<file path="config.mk">
export PLATFORM = sky130hd
export DESIGN_NAME = stroke_font_text_generator_unit_flat
export DESIGN_NICKNAME = d
export VERILOG_FILES = /design/src/hdl/sftg_pkg.sv /design/src/hdl/sftg_char_if.sv /design/src/hdl/sftg_seg_if.sv /design/src/hdl/sftg_ctrl.sv /design/src/hdl/sftg_datapath.sv /design/src/hdl/stroke_font_text_generator_unit.sv /design/src/flat_wrapper.sv
export SDC_FILE = /design/constraint.sdc
export NUM_CORES = 1
export LEC_CHECK = 0
export BUFFER_PORTS_ARGS = -buffer_cell sky130_fd_sc_hd__buf_2
export CAP_MARGIN = 20
export CORE_MARGIN = 4
export CORE_UTILIZATION = 40
export DETAILED_ROUTE_END_ITERATION = 10
export GPL_ROUTABILITY_DRIVEN = 0
export HOLD_SLACK_MARGIN = 0.1
export MAX_ROUTING_LAYER = met4
export PLACE_DENSITY_LB_ADDON = 0.08
export SLEW_MARGIN = 20
export SYNTH_ARGS = -nofsm -noshare
export SYNTH_HDL_FRONTEND = slang
export SYNTH_HIERARCHICAL = 1
export SYNTH_SLANG_ARGS = --single-unit
</file>
<file path="constraint.sdc">
create_clock -name clk -period 5.45 [get_ports clk]
set_input_delay 1.09 -clock clk [delete_from_list [all_inputs] [get_ports clk]]
set_output_delay 1.09 -clock clk [all_outputs]
set_load 0.05 [all_outputs]
</file>
<file path="src/hdl/sftg_pkg.sv">
// ----------------------------------------------------------------------------
// Stroke font text generator package
// Widths, character codes, controller types and the stroke font tables.
// ----------------------------------------------------------------------------
package sftg_pkg;

    localparam int GLYPH_COUNT = 45;
    localparam int MAX_STROKES = 5;
    localparam int COORD_BITS  = 14;

    localparam int CURSOR_W   = 10;
    localparam int GLYPH_W    = (GLYPH_COUNT > 1) ? $clog2(GLYPH_COUNT) : 1;
    localparam int SEG_IDX_W  = (MAX_STROKES > 1) ? $clog2(MAX_STROKES) : 1;
    localparam int CNT_W      = $clog2(MAX_STROKES + 1);
    localparam int BASE_W     = CURSOR_W + 4;
    localparam int SUM_W      = ((BASE_W > COORD_BITS) ? BASE_W : COORD_BITS) + 1;

    typedef logic [CURSOR_W-1:0]   cursor_t;
    typedef logic [COORD_BITS-1:0] coord_t;
    typedef logic [GLYPH_W-1:0]    glyph_idx_t;
    typedef logic [SEG_IDX_W-1:0]  seg_idx_t;
    typedef logic [CNT_W-1:0]      seg_cnt_t;
    // One stroke: x0, y0, x1, y1 as signed nibbles in quarter units, y upward.
    typedef logic [15:0]           stroke_t;

    localparam cursor_t    CURSOR_MAX   = 10'd1023;
    localparam cursor_t    WRAP_RESET   = 10'd80;
    localparam logic [7:0] CODE_SPACE   = 8'd32;
    localparam logic [7:0] CODE_NEWLINE = 8'd10;
    localparam logic [7:0] FIRST_GLYPH  = 8'd46;
    localparam logic [7:0] LAST_GLYPH   = 8'(46 + GLYPH_COUNT - 1);

    typedef enum logic {
        ST_IDLE,
        ST_EMIT
    } sftg_state_t;

    typedef struct packed {
        logic accept;
        logic load_seg;
    } sftg_cmd_t;

    typedef struct packed {
        logic has_glyph;
        logic last_seg;
        logic out_free;
    } sftg_status_t;

    localparam seg_cnt_t SEG_COUNT [GLYPH_COUNT] = '{
        3'd4, 3'd1, 3'd4, 3'd1, 3'd4, 3'd4, 3'd3, 3'd5, 3'd5, 3'd2,
        3'd5, 3'd5, 3'd2, 3'd2, 3'd2, 3'd2, 3'd2, 3'd5, 3'd1, 3'd3,
        3'd5, 3'd3, 3'd3, 3'd4, 3'd3, 3'd5, 3'd3, 3'd3, 3'd4, 3'd3,
        3'd2, 3'd4, 3'd3, 3'd4, 3'd3, 3'd5, 3'd4, 3'd3, 3'd2, 3'd3,
        3'd2, 3'd4, 3'd2, 3'd3, 3'd3
    };

    // Glyphs from '.' to 'Z'. The dot collapses to four zero-length strokes.
    localparam stroke_t GLYPH_ROM [GLYPH_COUNT][MAX_STROKES] = '{
        '{16'h0C0C, 16'h0C0C, 16'h0C0C, 16'h0C0C, 16'h0000},
        '{16'h44CC, 16'h0000, 16'h0000, 16'h0000, 16'h0000},
        '{16'hC444, 16'hC4CC, 16'hCC4C, 16'h444C, 16'h0000},
        '{16'h040C, 16'h0000, 16'h0000, 16'h0000, 16'h0000},
        '{16'hC004, 16'h0440, 16'h40CC, 16'hCC4C, 16'h0000},
        '{16'hC444, 16'hC040, 16'hCC4C, 16'h444C, 16'h0000},
        '{16'hC4C0, 16'hC040, 16'h444C, 16'h0000, 16'h0000},
        '{16'h44C4, 16'hC4C0, 16'hC040, 16'h404C, 16'h4CCC},
        '{16'h44C4, 16'hC4CC, 16'hCC4C, 16'h4C40, 16'h40C0},
        '{16'hC444, 16'h44CC, 16'h0000, 16'h0000, 16'h0000},
        '{16'hCCC4, 16'hC444, 16'h444C, 16'h4CCC, 16'hC040},
        '{16'hC0C4, 16'hC444, 16'h444C, 16'h4CCC, 16'hC040},
        '{16'h0301, 16'h0D01, 16'h0000, 16'h0000, 16'h0000},
        '{16'h0301, 16'h0DF1, 16'h0000, 16'h0000, 16'h0000},
        '{16'h44C0, 16'hC04C, 16'h0000, 16'h0000, 16'h0000},
        '{16'hC242, 16'hCE4E, 16'h0000, 16'h0000, 16'h0000},
        '{16'hC440, 16'h40CC, 16'h0000, 16'h0000, 16'h0000},
        '{16'hC444, 16'h4440, 16'h4000, 16'h000F, 16'h0D0C},
        '{16'hCC44, 16'h0000, 16'h0000, 16'h0000, 16'h0000},
        '{16'hCC04, 16'h044C, 16'hE020, 16'h0000, 16'h0000},
        '{16'hC4CC, 16'hC442, 16'h42C0, 16'hC04E, 16'h4ECC},
        '{16'hC444, 16'hC4CC, 16'hCC4C, 16'h0000, 16'h0000},
        '{16'hC4CC, 16'hC440, 16'h40CC, 16'h0000, 16'h0000},
        '{16'hC444, 16'hC4CC, 16'hCC4C, 16'hC040, 16'h0000},
        '{16'hC444, 16'hC4CC, 16'hC040, 16'h0000, 16'h0000},
        '{16'hC444, 16'hC4CC, 16'hCC4C, 16'h4C40, 16'h4000},
        '{16'hC4CC, 16'h444C, 16'hC040, 16'h0000, 16'h0000},
        '{16'hC444, 16'h040C, 16'hCC4C, 16'h0000, 16'h0000},
        '{16'hC444, 16'h040C, 16'hCC0C, 16'hCCC0, 16'h0000},
        '{16'hC4CC, 16'hC044, 16'hC04C, 16'h0000, 16'h0000},
        '{16'hC4CC, 16'hCC4C, 16'h0000, 16'h0000, 16'h0000},
        '{16'hC4CC, 16'hC400, 16'h0044, 16'h444C, 16'h0000},
        '{16'hC4CC, 16'hC44C, 16'h444C, 16'h0000, 16'h0000},
        '{16'hC444, 16'hC4CC, 16'hCC4C, 16'h444C, 16'h0000},
        '{16'hC4CC, 16'hC442, 16'h42C0, 16'h0000, 16'h0000},
        '{16'hC444, 16'hC4CC, 16'hCC4C, 16'h444C, 16'h004C},
        '{16'hC4CC, 16'hC442, 16'h42C0, 16'hC04C, 16'h0000},
        '{16'h44C2, 16'hC24E, 16'h4ECC, 16'h0000, 16'h0000},
        '{16'hC444, 16'h040C, 16'h0000, 16'h0000, 16'h0000},
        '{16'hC4CC, 16'hCC4C, 16'h444C, 16'h0000, 16'h0000},
        '{16'hC40C, 16'h0C44, 16'h0000, 16'h0000, 16'h0000},
        '{16'hC4CC, 16'hCC00, 16'h004C, 16'h4C44, 16'h0000},
        '{16'hC44C, 16'hCC44, 16'h0000, 16'h0000, 16'h0000},
        '{16'hC400, 16'h4400, 16'h000C, 16'h0000, 16'h0000},
        '{16'hC444, 16'h44CC, 16'hCC4C, 16'h0000, 16'h0000}
    };

    function automatic cursor_t sat_inc(input cursor_t v);
        return (v == CURSOR_MAX) ? v : v + cursor_t'(1);
    endfunction

endpackage

</file>
<file path="src/hdl/sftg_char_if.sv">
// ----------------------------------------------------------------------------
// Stroke font character channel
// Valid/ready channel that carries one text character per transaction.
// ----------------------------------------------------------------------------
interface sftg_char_if;
    logic       valid;
    logic       ready;
    logic [7:0] char_code;
    logic       start_of_text;

    modport source (output valid, output char_code, output start_of_text, input ready);
    modport sink   (input valid, input char_code, input start_of_text, output ready);
endinterface

</file>
<file path="src/hdl/sftg_seg_if.sv">
// ----------------------------------------------------------------------------
// Stroke font segment channel
// Valid/ready channel that carries one line segment per transaction.
// ----------------------------------------------------------------------------
interface sftg_seg_if;
    logic                       valid;
    logic                       ready;
    logic [sftg_pkg::COORD_BITS-1:0] start_x;
    logic [sftg_pkg::COORD_BITS-1:0] start_y;
    logic [sftg_pkg::COORD_BITS-1:0] end_x;
    logic [sftg_pkg::COORD_BITS-1:0] end_y;
    logic                       last_segment;

    modport source (output valid, output start_x, output start_y, output end_x,
                    output end_y, output last_segment, input ready);
    modport sink   (input valid, input start_x, input start_y, input end_x,
                    input end_y, input last_segment, output ready);
endinterface

</file>
<file path="src/hdl/sftg_ctrl.sv">
// ----------------------------------------------------------------------------
// Stroke font text generator controller
// Accepts characters and sequences the strokes of a glyph into the output.
// ----------------------------------------------------------------------------
module sftg_ctrl (
    input  logic                  clk,
    input  logic                  rst_n,
    input  logic                  in_valid,
    output logic                  in_ready,
    input  sftg_pkg::sftg_status_t status,
    output sftg_pkg::sftg_cmd_t   cmd
);

    sftg_pkg::sftg_state_t state_reg;
    sftg_pkg::sftg_state_t state_next;

    always_ff @(posedge clk or negedge rst_n)
    begin
        if (!rst_n)
        begin
            state_reg <= sftg_pkg::ST_IDLE;
        end
        else
        begin
            state_reg <= state_next;
        end
    end

    always_comb
    begin
        state_next = state_reg;
        unique case (state_reg)
            sftg_pkg::ST_IDLE:
            begin
                if (in_valid && status.has_glyph)
                begin
                    state_next = sftg_pkg::ST_EMIT;
                end
            end
            sftg_pkg::ST_EMIT:
            begin
                if (status.out_free && status.last_seg)
                begin
                    state_next = sftg_pkg::ST_IDLE;
                end
            end
            default:
            begin
                state_next = sftg_pkg::ST_IDLE;
            end
        endcase
    end

    always_comb
    begin
        in_ready     = 1'b0;
        cmd.accept   = 1'b0;
        cmd.load_seg = 1'b0;
        unique case (state_reg)
            sftg_pkg::ST_IDLE:
            begin
                in_ready   = 1'b1;
                cmd.accept = in_valid;
            end
            sftg_pkg::ST_EMIT:
            begin
                cmd.load_seg = status.out_free;
            end
            default:
            begin
                in_ready = 1'b0;
            end
        endcase
    end

endmodule

</file>
<file path="src/hdl/sftg_datapath.sv">
// ----------------------------------------------------------------------------
// Stroke font text generator datapath
// Cursor registers, wrap register, glyph lookup and the segment output stage.
// ----------------------------------------------------------------------------
module sftg_datapath (
    input  logic                          clk,
    input  logic                          rst_n,
    input  sftg_pkg::sftg_cmd_t           cmd,
    output sftg_pkg::sftg_status_t        status,
    input  logic [7:0]                    char_code,
    input  logic                          start_of_text,
    input  logic                          wrap_column_we,
    input  logic [sftg_pkg::CURSOR_W-1:0] wrap_column,
    input  logic                          out_ready,
    output logic                          out_valid,
    output sftg_pkg::coord_t              start_x,
    output sftg_pkg::coord_t              start_y,
    output sftg_pkg::coord_t              end_x,
    output sftg_pkg::coord_t              end_y,
    output logic                          last_segment
);

    sftg_pkg::cursor_t    row_reg, row_next;
    sftg_pkg::cursor_t    col_reg, col_next;
    sftg_pkg::cursor_t    wrap_reg, wrap_next;
    sftg_pkg::cursor_t    draw_row_reg, draw_row_next;
    sftg_pkg::cursor_t    draw_col_reg, draw_col_next;
    sftg_pkg::glyph_idx_t glyph_reg, glyph_next;
    sftg_pkg::seg_cnt_t   count_reg, count_next;
    sftg_pkg::seg_idx_t   seg_idx_reg, seg_idx_next;
    logic                 out_valid_reg, out_valid_next;
    sftg_pkg::coord_t     sx_reg, sx_next;
    sftg_pkg::coord_t     sy_reg, sy_next;
    sftg_pkg::coord_t     ex_reg, ex_next;
    sftg_pkg::coord_t     ey_reg, ey_next;
    logic                 last_reg, last_next;

    logic                 is_space;
    logic                 is_newline;
    logic                 has_glyph;
    logic                 wrap_hit;
    logic                 last_seg;
    sftg_pkg::cursor_t    row_base;
    sftg_pkg::cursor_t    col_base;
    sftg_pkg::cursor_t    row_draw;
    sftg_pkg::cursor_t    col_draw;
    sftg_pkg::stroke_t    stroke;

    // Cell origin is cursor*10+4; the glyph offset is added for x and
    // subtracted for y since the screen y axis points down.
    function automatic sftg_pkg::coord_t coord_calc(
        input sftg_pkg::cursor_t   c,
        input logic signed [3:0]   d,
        input logic                negate
    );
        logic [sftg_pkg::BASE_W-1:0]       b;
        logic signed [sftg_pkg::SUM_W-1:0] s;
        logic signed [sftg_pkg::SUM_W-1:0] dx;
        b  = (sftg_pkg::BASE_W'(c) << 3) + (sftg_pkg::BASE_W'(c) << 1)
           + sftg_pkg::BASE_W'(4);
        dx = sftg_pkg::SUM_W'(d);
        if (negate)
        begin
            s = signed'(sftg_pkg::SUM_W'(b)) - dx;
        end
        else
        begin
            s = signed'(sftg_pkg::SUM_W'(b)) + dx;
        end
        if (s[sftg_pkg::SUM_W-1])
        begin
            return '0;
        end
        return s[sftg_pkg::COORD_BITS-1:0];
    endfunction

    always_comb
    begin
        is_space   = (char_code == sftg_pkg::CODE_SPACE);
        is_newline = (char_code == sftg_pkg::CODE_NEWLINE);
        has_glyph  = (char_code >= sftg_pkg::FIRST_GLYPH)
                  && (char_code <= sftg_pkg::LAST_GLYPH);
        row_base   = start_of_text ? '0 : row_reg;
        col_base   = start_of_text ? '0 : col_reg;
        wrap_hit   = !start_of_text && (col_reg > wrap_reg);
        row_draw   = wrap_hit ? sftg_pkg::sat_inc(row_base) : row_base;
        col_draw   = wrap_hit ? '0 : col_base;
        stroke     = sftg_pkg::GLYPH_ROM[glyph_reg][seg_idx_reg];
        last_seg   = (sftg_pkg::CNT_W'(seg_idx_reg) == count_reg - sftg_pkg::CNT_W'(1));
    end

    always_comb
    begin
        status.has_glyph = has_glyph;
        status.last_seg  = last_seg;
        status.out_free  = !out_valid_reg || out_ready;
    end

    always_comb
    begin
        row_next       = row_reg;
        col_next       = col_reg;
        wrap_next      = wrap_column_we ? wrap_column : wrap_reg;
        draw_row_next  = draw_row_reg;
        draw_col_next  = draw_col_reg;
        glyph_next     = glyph_reg;
        count_next     = count_reg;
        seg_idx_next   = seg_idx_reg;
        out_valid_next = out_valid_reg && !out_ready;
        sx_next        = sx_reg;
        sy_next        = sy_reg;
        ex_next        = ex_reg;
        ey_next        = ey_reg;
        last_next      = last_reg;

        if (cmd.accept)
        begin
            priority if (is_space)
            begin
                row_next = row_base;
                col_next = sftg_pkg::sat_inc(col_base);
            end
            else if (is_newline)
            begin
                row_next = sftg_pkg::sat_inc(row_base);
                col_next = '0;
            end
            else
            begin
                row_next = row_draw;
                col_next = sftg_pkg::sat_inc(col_draw);
            end
            draw_row_next = row_draw;
            draw_col_next = col_draw;
            glyph_next    = sftg_pkg::GLYPH_W'(char_code - sftg_pkg::FIRST_GLYPH);
            count_next    = sftg_pkg::SEG_COUNT[sftg_pkg::GLYPH_W'(char_code
                            - sftg_pkg::FIRST_GLYPH)];
            seg_idx_next  = '0;
        end

        if (cmd.load_seg)
        begin
            out_valid_next = 1'b1;
            sx_next        = coord_calc(draw_col_reg, signed'(stroke[15:12]), 1'b0);
            sy_next        = coord_calc(draw_row_reg, signed'(stroke[11:8]), 1'b1);
            ex_next        = coord_calc(draw_col_reg, signed'(stroke[7:4]), 1'b0);
            ey_next        = coord_calc(draw_row_reg, signed'(stroke[3:0]), 1'b1);
            last_next      = last_seg;
            seg_idx_next   = seg_idx_reg + sftg_pkg::seg_idx_t'(1);
        end
    end

    always_ff @(posedge clk or negedge rst_n)
    begin
        if (!rst_n)
        begin
            row_reg       <= '0;
            col_reg       <= '0;
            wrap_reg      <= sftg_pkg::WRAP_RESET;
            seg_idx_reg   <= '0;
            out_valid_reg <= 1'b0;
        end
        else
        begin
            row_reg       <= row_next;
            col_reg       <= col_next;
            wrap_reg      <= wrap_next;
            seg_idx_reg   <= seg_idx_next;
            out_valid_reg <= out_valid_next;
        end
    end

    always_ff @(posedge clk)
    begin
        draw_row_reg <= draw_row_next;
        draw_col_reg <= draw_col_next;
        glyph_reg    <= glyph_next;
        count_reg    <= count_next;
        sx_reg       <= sx_next;
        sy_reg       <= sy_next;
        ex_reg       <= ex_next;
        ey_reg       <= ey_next;
        last_reg     <= last_next;
    end

    assign out_valid    = out_valid_reg;
    assign start_x      = sx_reg;
    assign start_y      = sy_reg;
    assign end_x        = ex_reg;
    assign end_y        = ey_reg;
    assign last_segment = last_reg;

endmodule

</file>
<file path="src/hdl/stroke_font_text_generator_unit.sv">
// ----------------------------------------------------------------------------
// Stroke font text generator
// Each character is accepted in ST_IDLE; a drawable glyph then enters ST_EMIT,
// which reads one stroke per cycle from the ROM into the single output register
// while that register is free, so one segment leaves per cycle unless the
// receiver stalls. Space, newline and undrawn codes never leave ST_IDLE.
// Reset clears both cursors, sets the wrap column to 80 and empties the output.
// ----------------------------------------------------------------------------
module stroke_font_text_generator_unit (
    input  logic                          clk,
    input  logic                          rst_n,
    sftg_char_if.sink                     char_in,
    sftg_seg_if.source                    seg_out,
    input  logic                          wrap_column_we,
    input  logic [sftg_pkg::CURSOR_W-1:0] wrap_column
);

    sftg_pkg::sftg_cmd_t    cmd;
    sftg_pkg::sftg_status_t status;

    sftg_ctrl u_ctrl (
        .clk      (clk),
        .rst_n    (rst_n),
        .in_valid (char_in.valid),
        .in_ready (char_in.ready),
        .status   (status),
        .cmd      (cmd)
    );

    sftg_datapath u_datapath (
        .clk            (clk),
        .rst_n          (rst_n),
        .cmd            (cmd),
        .status         (status),
        .char_code      (char_in.char_code),
        .start_of_text  (char_in.start_of_text),
        .wrap_column_we (wrap_column_we),
        .wrap_column    (wrap_column),
        .out_ready      (seg_out.ready),
        .out_valid      (seg_out.valid),
        .start_x        (seg_out.start_x),
        .start_y        (seg_out.start_y),
        .end_x          (seg_out.end_x),
        .end_y          (seg_out.end_y),
        .last_segment   (seg_out.last_segment)
    );

endmodule

</file>
<file path="src/flat_wrapper.sv">
// flat-port wrapper written by rule: the top's interface ports become plain ports
module stroke_font_text_generator_unit_flat 
  (clk, rst_n, wrap_column_we, wrap_column, char_in_valid, char_in_char_code, char_in_start_of_text, char_in_ready, seg_out_valid, seg_out_start_x, seg_out_start_y, seg_out_end_x, seg_out_end_y, seg_out_last_segment, seg_out_ready);
  sftg_char_if char_in_i ();
  sftg_seg_if seg_out_i ();
  input  logic clk;
  input  logic rst_n;
  input  logic wrap_column_we;
  input  logic [sftg_pkg::CURSOR_W-1:0] wrap_column;
  input wire logic [$bits(char_in_i.valid)-1:0] char_in_valid;
  input wire logic [$bits(char_in_i.char_code)-1:0] char_in_char_code;
  input wire logic [$bits(char_in_i.start_of_text)-1:0] char_in_start_of_text;
  output wire logic [$bits(char_in_i.ready)-1:0] char_in_ready;
  output wire logic [$bits(seg_out_i.valid)-1:0] seg_out_valid;
  output wire logic [$bits(seg_out_i.start_x)-1:0] seg_out_start_x;
  output wire logic [$bits(seg_out_i.start_y)-1:0] seg_out_start_y;
  output wire logic [$bits(seg_out_i.end_x)-1:0] seg_out_end_x;
  output wire logic [$bits(seg_out_i.end_y)-1:0] seg_out_end_y;
  output wire logic [$bits(seg_out_i.last_segment)-1:0] seg_out_last_segment;
  input wire logic [$bits(seg_out_i.ready)-1:0] seg_out_ready;
  assign char_in_i.valid = char_in_valid;
  assign char_in_i.char_code = char_in_char_code;
  assign char_in_i.start_of_text = char_in_start_of_text;
  assign char_in_ready = char_in_i.ready;
  assign seg_out_valid = seg_out_i.valid;
  assign seg_out_start_x = seg_out_i.start_x;
  assign seg_out_start_y = seg_out_i.start_y;
  assign seg_out_end_x = seg_out_i.end_x;
  assign seg_out_end_y = seg_out_i.end_y;
  assign seg_out_last_segment = seg_out_i.last_segment;
  assign seg_out_i.ready = seg_out_ready;
  stroke_font_text_generator_unit u_core (.clk(clk), .rst_n(rst_n), .char_in(char_in_i), .seg_out(seg_out_i), .wrap_column_we(wrap_column_we), .wrap_column(wrap_column));
endmodule
</file>
Word-level counts from Yosys, hierarchy flattened
Memories as Yosys holds them, arrays and structs flattened. A register that Yosys moved wholly into a read port is not among the register bits.
Cells that the tools add are included.

storage, ports and cells
  register bits = 118
  bits in latches = 0
  RAM bits = 0
  ROM bits = 5312
  input bits = 24
  output and inout bits = 59
  word-level logic and storage cells = 100
  memories kept = 2

operators by class
  add/subtract/negate cells = 14
  multiply operators = 0
  divide/modulo/power cells = 0
  magnitude comparators = 5
  equality and inequality tests = 6
  shift-type cells = 0
  multiplexer cells = 45
  bitwise logic cells = 4
  reductions and logical operators = 10

memories
  name             depth  width  rd ports  clocked after memory_dff  write ports  RTL line              text
  (no name shown)  64     80     1         0                         0            sftg_datapath.sv:88   stroke = sftg_pkg::GLYPH_ROM[glyph_reg][seg_idx_reg];
  (no name shown)  64     3      1         1                         0            sftg_datapath.sv:136  count_next = sftg_pkg::SEG_COUNT[sftg_pkg::GLYPH_W'(char_code

operator list
  cell                                                                    number
  80-bit 2-to-1 mux                                                       2
  14-bit 2-to-1 mux                                                       8
  10-bit 2-to-1 mux                                                       11
  15-bit 2-to-1 mux                                                       4
  16-bit binary-select mux with 3-bit select                              1
  16-bit 2-to-1 mux                                                       2
  10-bit by 1-bit adder with 10-bit output (second input constant)        3
  15-bit by 4-bit adder with 15-bit output                                2
  10-bit equality test (second input constant)                            3
  15-bit by 4-bit subtractor with 15-bit output                           2
  13-bit by 11-bit adder with 14-bit output                               2
  14-bit by 3-bit adder with 14-bit output (second input constant)        2
  1-bit 2-to-1 mux                                                        14
  6-bit inverter with 7-bit output                                        2
  10-bit greater-than comparator                                          1
  8-bit by 4-bit equality test with 1-bit output (second input constant)  1
  8-bit by 6-bit equality test with 1-bit output (second input constant)  1
  8-bit by 6-bit >= comparator with 1-bit output (second input constant)  1
  8-bit by 7-bit <= comparator with 1-bit output (second input constant)  1
  7-bit >= comparator (second input constant)                             1
  3-bit 2-to-1 mux                                                        2
  6-bit subtractor (second input constant)                                1
  1-bit logical AND                                                       5
  4-bit >= comparator (second input constant)                             1
  9 further kinds                                                         11

Longest topological paths before layout
  depth after elaboration = 12
  depth in mapped cells = 22
  mapped depth without buffers = 19

Hierarchy
Netlist, hierarchy kept.

modules (own cells, without submodules)
  module         times used  cells each  area an instance (um^2)  sequential area each (um^2)
  sftg_datapath  1           1297        10995.5                  3405.8
  sftg_ctrl      1           6           56.3                     25.0

Worst setup path after synthesis
No wires, ideal clock.

  path kind = register -> register
  start = register u_core.u_datapath.glyph_reg[0]
  end = register u_core.u_datapath.sx_reg[10] (netlist: u_core/u_datapath/start_x[10]) (data pin)
  setup time = 0.257 ns
  arrival time = 4.444 ns
  required time = 5.193 ns
  slack = 0.750 ns
  cell stages (with the launch flop) = 21
  buffers on the path = 3
  clock period less this slack = 4.700 ns
  cells stage by stage = edfxtp_1 > buf_2 > inv_1 > ha_1 > clkbuf_1 > nand2b_1 > a21o_1 > a22oi_1 > o21ai_1 > o311a_1 > o31ai_2 > ha_1 > o21a_1 > o21a_1 > a2111oi_1 > o41ai_1 > a21o_1 > a21oi_1 > xnor2_1 > buf_2 > nor2_1

between the ends
  word-level cells in the longest chain between the ends = 12

ends and longest elaborated chain
  what                                                      RTL line              text
  start, declared                                           sftg_datapath.sv:28   sftg_pkg::glyph_idx_t glyph_reg, glyph_next;
  start signal, assigned                                    sftg_datapath.sv:177  glyph_reg <= glyph_next;
  6-bit inverter with 7-bit output (implied by the code) *  sftg_datapath.sv:88
  memory 64 x 80 bit *                                      -
  80-bit 2-to-1 mux (implied by the code) * (2 in series)   sftg_datapath.sv:88
  16-bit binary-select mux with 3-bit select *              sftg_datapath.sv:88
  16-bit 2-to-1 mux (implied by the code) * (2 in series)   sftg_datapath.sv:88
  15-bit by 4-bit adder with 15-bit output *                sftg_datapath.sv:68   s = signed'(sftg_pkg::SUM_W'(b)) + dx;
  15-bit 2-to-1 mux *                                       sftg_datapath.sv:141  if (cmd.load_seg)
  1-bit 2-to-1 mux                                          sftg_datapath.sv:70   if (s[sftg_pkg::SUM_W-1])
  1-bit 2-to-1 mux                                          sftg_datapath.sv:141
  14-bit 2-to-1 mux *                                       sftg_datapath.sv:74   return s[sftg_pkg::COORD_BITS-1:0];
  end signal, assigned                                      sftg_datapath.sv:179  sx_reg <= sx_next;
  end, declared                                             sftg_datapath.sv:32   sftg_pkg::coord_t sx_reg, sx_next;

Mark *: on every way between the ends. The rest lies on a longest branch, timed or not. The select of a mux whose other input is x is not followed.
A chain may end at the register's enable or synchronous reset.

Final worst setup path
  start = register u_core.u_datapath.glyph_reg[2]
  end = register u_core.u_datapath.ey_reg[6] (netlist: u_core/u_datapath/end_y[6]) (data pin)

between the ends
  word-level cells in the longest chain between the ends = 12

ends and longest elaborated chain
  what                                                      RTL line              text
  6-bit inverter with 7-bit output (implied by the code) *  sftg_datapath.sv:88
  memory 64 x 80 bit *                                      -
  80-bit 2-to-1 mux (implied by the code) * (2 in series)   sftg_datapath.sv:88
  16-bit binary-select mux with 3-bit select *              sftg_datapath.sv:88
  16-bit 2-to-1 mux (implied by the code) * (2 in series)   sftg_datapath.sv:88
  15-bit by 4-bit subtractor with 15-bit output *           sftg_datapath.sv:64   s = signed'(sftg_pkg::SUM_W'(b)) - dx;
  15-bit 2-to-1 mux *                                       sftg_datapath.sv:141
  1-bit 2-to-1 mux                                          sftg_datapath.sv:70
  1-bit 2-to-1 mux                                          sftg_datapath.sv:141
  14-bit 2-to-1 mux *                                       sftg_datapath.sv:74
  end signal, assigned                                      sftg_datapath.sv:182  ey_reg <= ey_next;
  end, declared                                             sftg_datapath.sv:35   sftg_pkg::coord_t ey_reg, ey_next;

Marked as above.

==> results.toml <==
[worst_hold_path]
hold_depth = 2
hold_end = "u_core/u_datapath/wrap_reg[4]$_DFFE_PN1P_"
holdCritPathClass = "reg2reg"
min_from = "u_core/u_datapath/wrap_reg[4]$_DFFE_PN1P_"

[clocking]
hold_buffers = 0
numCtsBuffers = 17
cts_root_buf = "clkbuf_16"
path_clk_slew_ns = 0.06
htreeDepth = 4
tritoncts = "yes"
cts_buffer_depth = 2
clk_latency_ns = 0.42
cts.sinks = 120

[place]
place_hpwl_um = 23200
numPortBuffers = 81

[setup_path]
path_cells = "or2_1 -> nor2_1 -> nor2_1 -> o32ai_1 -> o311ai_1 -> a31oi_2 -> inv_1 -> ha_1 -> a21o_1 -> a21oi_1 -> o21ai_0 -> a41o_1 -> o41a_1 -> xnor2_2 -> buf_4 -> nor2_1"
ff2ff_setup_slack_ns = 0.39
ff2ff_path_depth = 16
path_buf_inv = 2
critical_path_class = "reg2reg"
cp_max_fo = 13
critPathMaxStageDelay_ns = 0.61
cp.depth = 16
timing.rr.start = "u_core/u_datapath/glyph_reg[2]$_DFFE_PP_"
cp_common_cell = "nor2_1"
required_ns = 5.62
start_kind = "flop"
path_delay_family = "compound AO/OA/AOI/OAI gates"
endpoint_kind = "flop"
crit_slowest_cell = "edfxtp_1"
r2r-end = "u_core/u_datapath/end_y[6]$_SDFFCE_PP0P_"
worstPathArrival_ns = 5.23

[global_routing]
grt-ovfl-total = 0
grt_util_met3_pct = 3.13
use_met2_pct = 31.0
grt_busiest_layer = "met2"
grt_pass1_wl_um = 50100
use_met1_pct = 28.5
grt_max_degree = 71
antenna_found_initial = 0
grt_pass1_vias = 9348
groute.usage.overall_pct = 20.7

[yosys]
synth.ff_latch_count = 120
syn_area_per_cell_um2 = 8.48
dominantRegCellSynth = "edfxtp_1"
synthTopCellsByArea = "edfxtp_1 (23%), ha_1 (12%), dfrtp_1 (7.5%), a21oi_1 (5.3%), xnor2_1 (3.8%)"
yosysTopAreaCellShare_pct = 23.1
synthMostInstantiatedCell = "a21oi_1"
synth_common_cells = "a21oi_1 (117), nor2_1 (111), ha_1 (106), nand2_1 (106), edfxtp_1 (85)"
synthArstFlopShare_pct = 29.2
synth_nets = 1439
yosysSeqAreaShare_pct = 31.0
netlist_area_um2 = 11100
synthDistinctLibCells = 88
synthCells = 1303
synth_area_leader_cell = "edfxtp_1"
synth_edf_count = 85
ys_warn_count = 6

[floorplanning]
core_um2 = 27100
dieArea_um2 = 30400
ios = 83
die_w_um = 174
fp-row-count = 60
dieHeight_um = 174
start_util_pct = 40.8

[sta]
fin_tns_setup_ns = 0
fmax_mhz = 198
worst_pin_slew_ns = 0.884
fin_worst_skew_ns = 0.0123
final_hold_viol_count = 0
rsz0062_at_grt = "false"
setup_viol = 0
layout_min_cycle_time_ns = 5.06
fin_crit_sh_pct = 92.9
relSlewSlack_pct = 40.6
finalMaxSlewViolations = 0

[finish]
multi_input_area_um2 = 7120
fillers = 2682
syn_to_final_growth_pct = 13.6
diodes = 0
nNetsFinal = 1510
ff_latch_area_um2 = 3430
drive_gt1_share_pct = 13.0

[route]
drc = 0
dr.pass1.iters = 5
routed_wl_um = 30600
drt_iter0_drc = 1121
routedWlPerCell_um = 17.4
antenna_left = 0
viasPerCell = 5.66
vias = 9953

[outcome]
status = "finished, final reports clean"

[job]
maxCapViolations = 0
-- area by class of cell --
type	instances	area share, %
clock buffer	22	4.22
clock inverter	10	0.598
inverter	62	1.85
multi-input combinational	1058	56.7
sequential	120	27.3
tap	372	3.71
timing repair buffer	115	5.56
-- timing repair --
action | CTS | global route
resized for setup | 0 | 1
setup buffers | 0 | 0
endpoints found under the setup margin | 0 | 16
-- how the worst max path moves through the flow --
stage | start | slack [ns] | end
after floorplan | u_core/u_datapath/glyph_reg[0]$_DFFE_PP_ | 0.75 | u_core/u_datapath/start_x[10]$_SDFFCE_PP0P_
after global placement | u_core/u_datapath/glyph_reg[1]$_DFFE_PP_ | 0.39 | u_core/u_datapath/start_x[3]$_SDFFCE_PP0P_
after detailed placement | u_core/u_datapath/glyph_reg[1]$_DFFE_PP_ | 0.34 | u_core/u_datapath/start_x[3]$_SDFFCE_PP0P_
after CTS | u_core/u_datapath/glyph_reg[1]$_DFFE_PP_ | 0.29 | u_core/u_datapath/start_x[3]$_SDFFCE_PP0P_
after global routing | u_core/u_datapath/glyph_reg[1]$_DFFE_PP_ | 0.03 | u_core/u_datapath/end_x[10]$_SDFFCE_PP0P_
final | u_core/u_datapath/glyph_reg[2]$_DFFE_PP_ | 0.39 | u_core/u_datapath/end_y[6]$_SDFFCE_PP0P_
-- cell usage in the layout, fill, tap and decap left out, types with 31 or more instances in the layout --
master    instances
xnor2_1          47
buf_4            31
ha_1            105
nor2_1          111
a21oi_1         117
inv_1            57
nor3_1           48
edfxtp_1         85
o21ai_0          59
nand3_1          32
nand2_1         106
buf_2            81
dfrtp_1          33
-- per-stage QoR --
step	instances	hold slack [ns]	utilization [%]	setup WS, ns	instance area, µm²
final	1759	0.510	46.3	0.387	12500
after CTS	1759	0.519	46.3	0.295	12500
after detailed placement	1727	0.504	44.0	0.343	11900
after global placement	1727	0.504	44.0	0.392	11900
after floorplan	1303	0.478	-	0.750	11100
after global routing	1759	0.553	46.3	0.0349	12500
-- kinds of logic (layout without fill, tap and decap cells) --
| group | Yosys count | after routing | synth area share [%] |
|---|---|---|---|
| buffers and inverters | 125 | 209 | 4.64 |
| AND/OR/NAND/NOR | 468 | 468 | 21.2 |
| flip-flops | 120 | 120 | 31.0 |
| other | 1 | 1 | 0.0339 |
| AO/OA/AOI/OAI | 391 | 391 | 22.8 |
| multiplexers | 17 | 17 | 1.60 |
| adder cells (fa/ha/maj) | 112 | 112 | 13.1 |
| XOR/XNOR | 69 | 69 | 5.54 |
-- routing by layer --
layer / wire length (µm) / vias up / part of all wire [%]
met3: 1780 / 69 / 5.8
met1: 14400 / 4590 / 47
met4: 982 / 0 / 3.2
li1: - / 4938 / -
met5: 0 / - / 0
met2: 13500 / 356 / 44
-- worst min-delay path, stage by stage (launching register included) --
cell,delay (ns)
dfstp_2,0.36
inv_1,0.06
o21ai_0,0.08
Power is left out: the tool's default activity adds up to more than one toggle a clock period on the data nets, which glitch-free logic cannot reach.
